$ cat src/hdl/hspl_pkg.sv
// Package with word types, parser phases and character helpers for the status line parser.
`default_nettype none

package hspl_pkg;

    // One input word: a raw byte of the line and its last-byte flag.
    typedef struct packed {
        logic [7:0] line_byte;
        logic       end_of_line;
    } t_in_word;

    // One result word, given on the last byte of a line.
    typedef struct packed {
        logic        ok;
        logic [15:0] version;
        logic [15:0] status_code;
    } t_out_word;

    // Parser phases for the expected tokens of the line, plus a tail phase and a failed phase.
    typedef enum logic [3:0] {
        PH_H     = 4'd0,
        PH_T1    = 4'd1,
        PH_T2    = 4'd2,
        PH_P     = 4'd3,
        PH_SLASH = 4'd4,
        PH_MAJ0  = 4'd5,
        PH_MAJ   = 4'd6,
        PH_MIN0  = 4'd7,
        PH_MIN   = 4'd8,
        PH_SPACE = 4'd9,
        PH_STAT  = 4'd10,
        PH_TAIL  = 4'd11,
        PH_FAIL  = 4'd12
    } t_phase;

    // How far the version field has been parsed.
    localparam logic [1:0] VR_NONE  = 2'd0;
    localparam logic [1:0] VR_MAJOR = 2'd1;
    localparam logic [1:0] VR_MINOR = 2'd2;

    // Character constants.
    localparam logic [7:0] CASE_BIT   = 8'h20;
    localparam logic [7:0] CH_LOWER_H = 8'h68;
    localparam logic [7:0] CH_LOWER_T = 8'h74;
    localparam logic [7:0] CH_LOWER_P = 8'h70;
    localparam logic [7:0] CH_SLASH   = 8'h2F;
    localparam logic [7:0] CH_DOT     = 8'h2E;
    localparam logic [7:0] CH_ZERO    = 8'h30;
    localparam logic [7:0] CH_NINE    = 8'h39;
    localparam logic [7:0] CH_SPACE   = 8'h20;
    localparam logic [7:0] CH_TAB     = 8'h09;
    localparam logic [7:0] CH_CR      = 8'h0D;

    function automatic logic is_digit(input logic [7:0] c);
        return (c >= CH_ZERO) && (c <= CH_NINE);
    endfunction

    function automatic logic is_space(input logic [7:0] c);
        return (c == CH_SPACE) || ((c >= CH_TAB) && (c <= CH_CR));
    endfunction

    // Decimal accumulate into 8 bits, saturating at 255.
    function automatic logic [7:0] acc8(input logic [7:0] v, input logic [7:0] c);
        logic [11:0] x;
        x = {1'b0, v, 3'b000} + {3'b000, v, 1'b0} + {8'h00, c[3:0]};
        return (x > 12'd255) ? 8'hFF : x[7:0];
    endfunction

    // Decimal accumulate into 16 bits, saturating at 65535.
    function automatic logic [15:0] acc16(input logic [15:0] v, input logic [7:0] c);
        logic [19:0] x;
        x = {1'b0, v, 3'b000} + {3'b000, v, 1'b0} + {16'h0000, c[3:0]};
        return (x > 20'd65535) ? 16'hFFFF : x[15:0];
    endfunction

endpackage

`default_nettype wire

$ cat src/hdl/http_status_line_parser.sv
// Top level of the HTTP status line parser: input register, parser core, output register.
//
//  Channel | Direction | Handshake                  | Word
//  --------+-----------+----------------------------+----------------------------------
//  input   | in        | i_in_valid / o_in_ready    | i_in_word  (line_byte, end_of_line)
//  output  | out       | o_out_valid / i_out_ready  | o_out_word (ok, version, status_code)
//
//  One byte per cycle is sustained unless a last byte waits on a busy output register.
//  State steps once per byte; the result of a last byte is held in the output register.
//  Only last-byte words need the output register, so other bytes flow while a result waits.
//  i_rst_n is synchronous and active low; it returns the parser to the start of a line.
//  A stalled output blocks the input only when the next byte to process ends a line.
`default_nettype none

module http_status_line_parser (
    input  wire logic                i_clk,
    input  wire logic                i_rst_n,
    input  wire logic                i_in_valid,
    output logic                     o_in_ready,
    input  wire hspl_pkg::t_in_word  i_in_word,
    output logic                     o_out_valid,
    input  wire logic                i_out_ready,
    output hspl_pkg::t_out_word      o_out_word
);

    logic                r_in_valid;
    hspl_pkg::t_in_word  r_in_word;
    hspl_pkg::t_out_word step_result;
    logic                out_free;
    logic                step_fire;
    logic                result_load;

    // A held byte advances unless it ends a line and the result slot is busy.
    assign step_fire   = r_in_valid && (!r_in_word.end_of_line || out_free);
    assign result_load = step_fire && r_in_word.end_of_line;
    assign o_in_ready  = !r_in_valid || step_fire;

    // Input register valid flag.
    always_ff @(posedge i_clk) begin
        if (!i_rst_n) begin
            r_in_valid <= 1'b0;
        end else if (o_in_ready) begin
            r_in_valid <= i_in_valid;
        end
    end

    // Input register payload.
    always_ff @(posedge i_clk) begin
        if (i_in_valid && o_in_ready) begin
            r_in_word <= i_in_word;
        end
    end

    hspl_core u_core (
        .i_clk    (i_clk),
        .i_rst_n  (i_rst_n),
        .i_step   (step_fire),
        .i_word   (r_in_word),
        .o_result (step_result)
    );

    hspl_out_buf u_out_buf (
        .i_clk   (i_clk),
        .i_rst_n (i_rst_n),
        .i_load  (result_load),
        .i_word  (step_result),
        .o_free  (out_free),
        .o_valid (o_out_valid),
        .i_ready (i_out_ready),
        .o_word  (o_out_word)
    );

    // Input is refused only while a byte is held and cannot advance.
    a_ready_only_when_held: assert property (@(posedge i_clk) disable iff (!i_rst_n)
        !o_in_ready |-> (r_in_valid && r_in_word.end_of_line && o_out_valid))
        else $error("input stalled without cause");

    // A processed last byte shows up as a result in the next cycle.
    a_result_follows: assert property (@(posedge i_clk) disable iff (!i_rst_n)
        result_load |=> o_out_valid)
        else $error("result missing after end of line");

    // A failed line never reports a status code.
    a_fail_no_status: assert property (@(posedge i_clk) disable iff (!i_rst_n)
        (o_out_valid && !o_out_word.ok) |-> (o_out_word.status_code == 16'h0000))
        else $error("status code reported for a failed line");

endmodule

`default_nettype wire

$ cat src/hdl/hspl_core.sv
// Parser state registers and the per-byte step that updates them and forms the result.
`default_nettype none

module hspl_core (
    input  wire logic               i_clk,
    input  wire logic               i_rst_n,
    input  wire logic               i_step,
    input  wire hspl_pkg::t_in_word i_word,
    output hspl_pkg::t_out_word     o_result
);

    hspl_pkg::t_phase r_phase, n_phase;
    logic [7:0]       r_major, n_major;
    logic [7:0]       r_minor, n_minor;
    logic [15:0]      r_status, n_status;
    logic [1:0]       r_reached, n_reached;

    logic [7:0] c;
    logic [7:0] lc;
    logic [1:0] fin_reached;
    logic       fin_ok;

    assign c  = i_word.line_byte;
    assign lc = c | hspl_pkg::CASE_BIT;

    // Next state for one byte of the line.
    always_comb begin
        n_phase   = r_phase;
        n_major   = r_major;
        n_minor   = r_minor;
        n_status  = r_status;
        n_reached = r_reached;
        unique case (r_phase)
            hspl_pkg::PH_H: begin
                n_phase = (lc == hspl_pkg::CH_LOWER_H) ? hspl_pkg::PH_T1 : hspl_pkg::PH_FAIL;
            end
            hspl_pkg::PH_T1: begin
                n_phase = (lc == hspl_pkg::CH_LOWER_T) ? hspl_pkg::PH_T2 : hspl_pkg::PH_FAIL;
            end
            hspl_pkg::PH_T2: begin
                n_phase = (lc == hspl_pkg::CH_LOWER_T) ? hspl_pkg::PH_P : hspl_pkg::PH_FAIL;
            end
            hspl_pkg::PH_P: begin
                n_phase = (lc == hspl_pkg::CH_LOWER_P) ? hspl_pkg::PH_SLASH
                                                       : hspl_pkg::PH_FAIL;
            end
            hspl_pkg::PH_SLASH: begin
                n_phase = (c == hspl_pkg::CH_SLASH) ? hspl_pkg::PH_MAJ0 : hspl_pkg::PH_FAIL;
            end
            hspl_pkg::PH_MAJ0: begin
                if (hspl_pkg::is_digit(c)) begin
                    n_major = hspl_pkg::acc8(8'h00, c);
                    n_phase = hspl_pkg::PH_MAJ;
                end else begin
                    n_phase = hspl_pkg::PH_FAIL;
                end
            end
            hspl_pkg::PH_MAJ: begin
                if (hspl_pkg::is_digit(c)) begin
                    n_major = hspl_pkg::acc8(r_major, c);
                end else begin
                    n_reached = hspl_pkg::VR_MAJOR;
                    n_phase   = (c == hspl_pkg::CH_DOT) ? hspl_pkg::PH_MIN0
                                                        : hspl_pkg::PH_FAIL;
                end
            end
            hspl_pkg::PH_MIN0: begin
                if (hspl_pkg::is_digit(c)) begin
                    n_minor = hspl_pkg::acc8(8'h00, c);
                    n_phase = hspl_pkg::PH_MIN;
                end else begin
                    n_phase = hspl_pkg::PH_FAIL;
                end
            end
            hspl_pkg::PH_MIN: begin
                if (hspl_pkg::is_digit(c)) begin
                    n_minor = hspl_pkg::acc8(r_minor, c);
                end else begin
                    n_reached = hspl_pkg::VR_MINOR;
                    n_phase   = hspl_pkg::is_space(c) ? hspl_pkg::PH_SPACE
                                                      : hspl_pkg::PH_FAIL;
                end
            end
            hspl_pkg::PH_SPACE: begin
                if (hspl_pkg::is_digit(c)) begin
                    n_status = hspl_pkg::acc16(16'h0000, c);
                    n_phase  = hspl_pkg::PH_STAT;
                end else if (!hspl_pkg::is_space(c)) begin
                    n_phase = hspl_pkg::PH_FAIL;
                end
            end
            hspl_pkg::PH_STAT: begin
                if (hspl_pkg::is_digit(c)) begin
                    n_status = hspl_pkg::acc16(r_status, c);
                end else begin
                    n_phase = hspl_pkg::PH_TAIL;
                end
            end
            hspl_pkg::PH_TAIL: begin
                n_phase = hspl_pkg::PH_TAIL;
            end
            default: begin
                n_phase = hspl_pkg::PH_FAIL;
            end
        endcase
    end

    // Result for a line that ends on this byte; digits still open count as reached.
    always_comb begin
        fin_reached = n_reached;
        if (n_phase == hspl_pkg::PH_MAJ) begin
            fin_reached = hspl_pkg::VR_MAJOR;
        end
        if (n_phase == hspl_pkg::PH_MIN) begin
            fin_reached = hspl_pkg::VR_MINOR;
        end
        fin_ok = (n_phase == hspl_pkg::PH_STAT) || (n_phase == hspl_pkg::PH_TAIL);
        o_result.ok               = fin_ok;
        o_result.version[15:8]    = (fin_reached >= hspl_pkg::VR_MAJOR) ? n_major : 8'h00;
        o_result.version[7:0]     = (fin_reached >= hspl_pkg::VR_MINOR) ? n_minor : 8'h00;
        o_result.status_code      = fin_ok ? n_status : 16'h0000;
    end

    // State registers; the last byte of a line returns them to the start.
    always_ff @(posedge i_clk) begin
        if (!i_rst_n || (i_step && i_word.end_of_line)) begin
            r_phase   <= hspl_pkg::PH_H;
            r_major   <= 8'h00;
            r_minor   <= 8'h00;
            r_status  <= 16'h0000;
            r_reached <= hspl_pkg::VR_NONE;
        end else if (i_step) begin
            r_phase   <= n_phase;
            r_major   <= n_major;
            r_minor   <= n_minor;
            r_status  <= n_status;
            r_reached <= n_reached;
        end
    end

    // The parser never leaves the valid range of phases.
    a_phase_range: assert property (@(posedge i_clk) disable iff (!i_rst_n)
        r_phase <= hspl_pkg::PH_FAIL)
        else $error("parser phase out of range");

    // After the last byte of a line the parser starts over.
    a_line_restart: assert property (@(posedge i_clk) disable iff (!i_rst_n)
        (i_step && i_word.end_of_line)
            |=> (r_phase == hspl_pkg::PH_H && r_reached == hspl_pkg::VR_NONE))
        else $error("parser did not restart after end of line");

    // Once failed, the parser stays failed until the line ends.
    a_fail_sticky: assert property (@(posedge i_clk) disable iff (!i_rst_n)
        (i_step && !i_word.end_of_line && r_phase == hspl_pkg::PH_FAIL)
            |=> (r_phase == hspl_pkg::PH_FAIL))
        else $error("parser left the failed phase mid-line");

endmodule

`default_nettype wire

$ cat src/hdl/hspl_out_buf.sv
// Output register that holds one result word until the consumer takes it.
`default_nettype none

module hspl_out_buf (
    input  wire logic                i_clk,
    input  wire logic                i_rst_n,
    input  wire logic                i_load,
    input  wire hspl_pkg::t_out_word i_word,
    output logic                     o_free,
    output logic                     o_valid,
    input  wire logic                i_ready,
    output hspl_pkg::t_out_word      o_word
);

    logic                r_valid;
    hspl_pkg::t_out_word r_word;

    // The slot can take a new word when empty or being emptied this cycle.
    assign o_free  = !r_valid || i_ready;
    assign o_valid = r_valid;
    assign o_word  = r_word;

    // Valid flag.
    always_ff @(posedge i_clk) begin
        if (!i_rst_n) begin
            r_valid <= 1'b0;
        end else if (i_load) begin
            r_valid <= 1'b1;
        end else if (i_ready) begin
            r_valid <= 1'b0;
        end
    end

    // Payload.
    always_ff @(posedge i_clk) begin
        if (i_load) begin
            r_word <= i_word;
        end
    end

    // A load never overwrites a word that is still waiting.
    a_no_overwrite: assert property (@(posedge i_clk) disable iff (!i_rst_n)
        i_load |-> o_free)
        else $error("result overwritten before it was taken");

endmodule

`default_nettype wire
$ cat config.mk
export PLATFORM = sky130hd
export DESIGN_NAME = http_status_line_parser
export DESIGN_NICKNAME = d
export VERILOG_FILES = /design/src/hdl/hspl_pkg.sv /design/src/hdl/http_status_line_parser.sv /design/src/hdl/hspl_core.sv /design/src/hdl/hspl_out_buf.sv
export SDC_FILE = /design/constraint.sdc
export NUM_CORES = 1
export LEC_CHECK = 0
export BUFFER_PORTS_ARGS = -buffer_cell sky130_fd_sc_hd__buf_4
export CAP_MARGIN = 20
export CORE_ASPECT_RATIO = 1.4
export CORE_MARGIN = 2
export CORE_UTILIZATION = 61
export CTS_CLUSTER_SIZE = 20
export DETAILED_ROUTE_END_ITERATION = 6
export PLACE_DENSITY = 0.87
export SLEW_MARGIN = 10
export SYNTH_ARGS = -nofsm -noshare
export SYNTH_HDL_FRONTEND = slang
export SYNTH_SLANG_ARGS = --single-unit
$ cat constraint.sdc
create_clock -name i_clk -period 4.7 [get_ports i_clk]
set_input_delay 0.705 -clock i_clk [delete_from_list [all_inputs] [get_ports i_clk]]
set_output_delay 0.705 -clock i_clk [all_outputs]
set_load 0.02 [all_outputs]
After elaboration in Yosys (flattened, before gate mapping)
Index checks and enable logic that the tools add are counted.

Register bits: 82. Logic and storage cells: 104.

Add/sub/neg operators: 6. Magnitude comparators: 11. Equality and inequality tests: 21. Multiplexer cells: 36. Reductions and logical operators: 17.

Operators by type and width (number): two-way mux 16 bit (4); two-way mux 8 bit (7); two-way mux 4 bit (12); case mux 4 bit (12 select lines) (1); case mux 16 bit (2 select lines) (1); case mux 8 bit (2 select lines) (2); == test 4 bit (second input constant) (7); adder 11 x 9 -> 12 bit (2); adder 12 x 4 -> 12 bit (2); == test 8 x 6 -> 1 bit (second input constant) (3); > comparator 12 x 8 -> 1 bit (second input constant) (2); == test 7 x 6 -> 1 bit (second input constant) (3); adder 19 x 17 -> 20 bit (1); adder 20 x 4 -> 20 bit (1); == test 4 x 3 -> 1 bit (second input constant) (5); > comparator 20 x 16 -> 1 bit (second input constant) (1); > comparator 4 x 16 -> 1 bit (second input constant) (1); == test 4 x 2 -> 1 bit (second input constant) (2); greater-or-equal comparator 8 x 4 -> 1 bit (second input constant) (1); greater-or-equal comparator 8 x 6 -> 1 bit (second input constant) (1); > comparator 4 x 8 -> 1 bit (second input constant) (1); less-or-equal comparator 8 x 4 -> 1 bit (second input constant) (1); less-or-equal comparator 8 x 6 -> 1 bit (second input constant) (1); two-way mux 2 bit (4); 11 further kinds (25).

Depth between registers and ports, before layout
Depth after elaboration: 10. Mapped depth: 12. Depth with buffers taken out: 11.

By module
Synthesis repeated with hierarchy kept, for this count alone.

Cell total of the unflattened synthesis: 660. Area, all modules: 6102.1 µm².

By module, submodules not included: hspl_core (times used 1, cells each 606, area each 4709.5 µm², sequential area each 760.7 µm²); hspl_out_buf (times used 1, cells each 37, area each 1039.7 µm², sequential area each 1011.0 µm²); http_status_line_parser (times used 1, cells each 17, area each 352.8 µm², sequential area each 290.3 µm²).

Worst setup path after synthesis
Ideal clock, no wire load.

Path type: register to register. Start point: reg r_in_word[4] (netlist name). End point: reg u_out_buf.r_word (netlist bit u_out_buf.o_word[15]), data pin. Setup time: 266 ps. Arrival time: 3040 ps. Slack: 1395 ps. Cell stages (with the launch flop): 11. Buffers on the path: 1. Cell sequence: edfxtp_1 > fa_1 > fa_1 > a211oi_1 > o211ai_1 > a21oi_1 > mux2i_1 > o21ai_1 > clkbuf_1 > nor3_1 > o2bb2ai_1.

Longest elaborated chain between the ends: 8. Elaborated cells on any way between the ends: 39. Those cells by class: add/sub (1); order compare (6); eq/ne (8); mux (20); reduce/logical (4).

Ends and longest elaborated chain: from (decl) (RTL line http_status_line_parser.sv:27) `hspl_pkg::t_in_word r_in_word;`; from (signal assigned) (RTL line http_status_line_parser.sv:50) `r_in_word <= i_in_word;`; branches (longest 8 deep; another with adder 20 x 4 -> 20 bit); to (signal assigned) (RTL line hspl_out_buf.sv:37) `r_word <= i_word;`; to (decl) (RTL line hspl_out_buf.sv:16) `hspl_pkg::t_out_word r_word;`.

Several ways; the timed one is not identified. A chain may end at the register's enable or synchronous reset.

Final worst setup path
Start point: reg r_in_word[3] (netlist name). End point: reg u_out_buf.r_word (netlist bit u_out_buf.o_word[0]), data pin.

Same word-level chain as after synthesis.

==> results summary <==
The minimum clock period came out at 3.92 ns. The worst register-to-register path ends at u_out_buf.o_word[0]. The launching point of the worst reg2reg path is r_in_word[3]. In this run, post-CTS hold repair placed 0 buffers. The final-layout worst hold slack is 0.519 ns. STA classifies the critical path endpoint as a flop. The area of the multi-input gates is 3780 um2.

The y dimension of the die came out at 122 um. In this run the register-to-register setup slack is 0.78 ns. The via count normalized by instance count came out at 6.74. The share of the Yosys chip area taken by registers is 0.341.

The critical path starts at r_in_word[3]. In the global route stage, overall resource usage came out at 0.316. The critical path data required time came out at 4.76 ns. The number of clock sinks is 82. sky130_fd_sc_hd__ha_1 is the most common cell in the netlist. The run finished with clean final reports.

The cell depth of the worst hold path is 1. The number of max-slew violations in the final report is 0. The number of core rows came out at 43. The final-stage net count came out at 776. The floorplan step defined a die boundary enclosing 10,700 um2. The post-cts resize count is 0.

The initial utilization of the core area, before any placement, comes to 0.617. Across the whole layout, storage elements account for 2060 um2. 48 I/O pins were placed. The transition time at the pin with the least slew margin came out at 1.01 ns. The via count of the first global-routing pass is 5,546. The maximum clock skew at final layout is 0.00782 ns. The number of diodes added for antenna fixing came out at 0. Summed over all layers, the routed wires come to 16.5 mm. The weighted congestion reported at the end of routability-driven placement is 1.00. The share of the synthesized area in the top cell type came out at 0.209. Counting instances in the post-synthesis netlist gives the leading cell types as sky130_fd_sc_hd__ha_1, sky130_fd_sc_hd__nand2_1, sky130_fd_sc_hd__nor2_1, sky130_fd_sc_hd__a21oi_1, sky130_fd_sc_hd__edfxtp_1. The synthesized area per cell came out at 9.15 um2. By area the synthesized netlist is led by sky130_fd_sc_hd__edfxtp_1, sky130_fd_sc_hd__dfxtp_1, sky130_fd_sc_hd__ha_1, sky130_fd_sc_hd__a21oi_1, sky130_fd_sc_hd__o2bb2ai_1. The number of synthesized flops with an enable pin is 42. Derived from the worst setup path, the maximum achievable clock frequency is 255 MHz. The pin count of the biggest net entering global routing came out at 35.

After detailed routing, the average wire length per cell comes to 19.8 um. The relative area change from synthesis to final layout is 12.4%. Setup repair after global routing left no endpoint under its margin. After clock tree synthesis, the clock-pin slew on the worst setup and hold paths is 0.06 ns. The synthesized netlist net count is 740. The residual overflow from global routing is 0. The area of the placeable core came out at 9790 um2. The number of cells produced by synthesis is 660. The number of post-CTS setup repair buffers came out at 0. Buffers placed on the I/O ports in this run total 47. The min-delay analysis places its worst path in the category reg -> reg. In this run, synthesis produced a sequential element count of 82.

The summed negative setup slack over all endpoints is 0 ns. Among all flip-flop cells after synthesis, the most frequent one is sky130_fd_sc_hd__edfxtp_1. The number of H-tree levels is 3.

The later-pin clock latency in the skew report is 0.34 ns. Of all cell types, the one taking the most synthesized area is sky130_fd_sc_hd__edfxtp_1. Setup violations remaining at the end of the flow were counted as 0. The leakage power total came out at 2.75 nW. The ratio of final minimum period to clock period came out at 0.833.

Max-cap violations in this run came to 0. In this run the tightest slew margin relative to its limit is 0.326. The share of flip-flops with an asynchronous set or reset came out at 0. The number of cells traversed by the worst register-to-register path is 11. TritonCTS built the clock tree.

The starting DRC count in detailed routing came out at 575. The power per unit of standard cell area came out at 236 nW/um2. The number of antenna violations at the first check in global routing came out at 0. The die width is 88.1 um. The overall via count from detail_route is 5,636. The core utilization of the finished layout came out at 0.693.

The first global-routing pass estimated 26.4 mm of wire. The cell area that synthesis handed to floorplanning was 6040 um2. The total of fill cells in the finished design came out at 771. The data arrival time of the critical path is 3.97 ns. The number of unique standard cell types used by synthesis came out at 74.

The post-DP HPWL is 12.4 mm. The maximum vdd ir drop is 0.000246 V. The total DRC errors in the routed layout is 0. The number of failing hold endpoints at the final stage came out at 0.

The worst setup path endpoint is u_out_buf.o_word[0]. The residual antenna-violating net count after detailed routing is 0. The element type at the critical path start is a flop. The tree is rooted in a sky130_fd_sc_hd__clkbuf_16. The number of clock buffers inserted by TritonCTS came out at 9. For this run, the number of Yosys warnings is 0.

Of the cells placed in the final design, the portion with a size suffix greater than 1 is 0.144. The clock passes through at most 2 buffers. The pre-antenna-repair detailed-routing pass consisted of 7 iterations. The completed layout was analyzed and its total power is 0.00160 W.

The type of the worst setup path is reg -> reg. Along the worst path, the maximum fanout reaches 13.
==> registers in the layout (all words and copies together) (netlist names) <==
name and count:
u_out_buf.o_word 33, u_core.r_status 16, r_in_word 9, u_core.r_major 8, u_core.r_minor 8, u_core.r_phase 4
u_core.r_reached 2, r_in_valid 1, u_out_buf.o_valid 1
==> routing by layer <==
layer,up-vias,share of wire,global-route usage
met5,-,0,0
met4,0,0.053,0.201
li1,2597,-,-
met2,301,0.53,0.564
met3,88,0.053,0.0447
met1,2650,0.37,0.341
==> worst max-delay path: stages (launching register included) <==
cell	delay [ns]
sky130_fd_sc_hd__edfxtp_1	0.71
sky130_fd_sc_hd__ha_1	0.34
sky130_fd_sc_hd__ha_1	0.24
sky130_fd_sc_hd__fa_1	0.44
sky130_fd_sc_hd__a211oi_1	0.34
sky130_fd_sc_hd__o211ai_1	0.20
sky130_fd_sc_hd__a21oi_1	0.21
sky130_fd_sc_hd__mux2i_1	0.27
sky130_fd_sc_hd__o21ai_1	0.26
sky130_fd_sc_hd__buf_4	0.25
sky130_fd_sc_hd__o21ai_1	0.24
sky130_fd_sc_hd__a31oi_1	0.13
==> cell type report <==
type	instances	area share
multi-input cells	530	0.556
flip-flops and latches	82	0.304
repair buffers	59	0.0653
clock buffers	12	0.0378
well taps	135	0.0249
inverters	14	0.00774
clock inverters	4	0.00406
==> worst min-delay path by stage <==
stage / slack, ns / to / start
6_report: 0.52 / u_core.r_status[13] / u_core.r_status[13]
5_1_grt: 0.53 / u_core.r_reached[1] / u_core.r_reached[1]
4_1_cts: 0.51 / u_core.r_reached[1] / u_core.r_reached[1]
3_5_place_dp: 0.50 / u_core.r_reached[1] / u_core.r_reached[1]
3_3_place_gp: 0.46 / u_core.r_reached[1] / u_core.r_reached[1]
2_1_floorplan: 0.45 / u_core.r_reached[1] / u_core.r_reached[1]
==> stage by stage <==
stage / std cells / instance area, um2 / worst slack, ns
4_1_cts: 835 / 6780 / 0.749
5_1_grt: 836 / 6790 / 0.553
6_report: 836 / 6790 / 0.784
3_5_place_dp: 819 / 6500 / 0.806
2_1_floorplan: 660 / 6040 / 1.39
3_3_place_gp: 819 / 6500 / 0.973
==> power by group <==
group	switching, W	internal (W)	total [W]
clock network	0.000276	0.000386	0.000662
logic	0.0000990	0.0000543	0.000153
registers	0.0000186	0.000766	0.000785
==> cells in the final DEF, fill, tap and decap left out, types with 5 or more instances in the layout <==
cell                        instances
sky130_fd_sc_hd__o221a_2            7
sky130_fd_sc_hd__a31oi_1           15
sky130_fd_sc_hd__buf_4             59
sky130_fd_sc_hd__clkbuf_16          9
sky130_fd_sc_hd__o2bb2ai_1         24
sky130_fd_sc_hd__o211ai_1          11
sky130_fd_sc_hd__fa_1               6
sky130_fd_sc_hd__nor3_1            19
sky130_fd_sc_hd__o21a_1             5
sky130_fd_sc_hd__or3_1              6
sky130_fd_sc_hd__a21oi_1           44
sky130_fd_sc_hd__inv_1             13
sky130_fd_sc_hd__nor2_1            51
sky130_fd_sc_hd__dfxtp_1           40
sky130_fd_sc_hd__a211oi_1           8
sky130_fd_sc_hd__a21boi_0           8
sky130_fd_sc_hd__nor2b_1           12
sky130_fd_sc_hd__nand4_1            6
sky130_fd_sc_hd__o21ai_0           39
sky130_fd_sc_hd__xnor2_1            9
sky130_fd_sc_hd__xor2_1            12
sky130_fd_sc_hd__ha_1              61
sky130_fd_sc_hd__o22ai_1            7
sky130_fd_sc_hd__edfxtp_1          42
sky130_fd_sc_hd__nand2_1           53
sky130_fd_sc_hd__a21o_1            11
sky130_fd_sc_hd__nand3_1           26
sky130_fd_sc_hd__o21bai_1           5
sky130_fd_sc_hd__nand2b_1           9
==> cell families (layout without fill, tap and decap cells) <==
| family | after synthesis | count (layout) | synth area share |
|---|---|---|---|
| buffers and inverters | 48 | 89 | 0.0333 |
| AO/OA/AOI/OAI | 227 | 227 | 0.266 |
| adder cells (fa/ha/maj) | 67 | 67 | 0.146 |
| multiplexers | 2 | 2 | 0.00331 |
| flip-flops | 82 | 82 | 0.341 |
| AND/OR/NAND/NOR | 213 | 213 | 0.179 |
| XOR/XNOR | 21 | 21 | 0.0304 |
No activity file was read; power rests on OpenSTA's default activity.
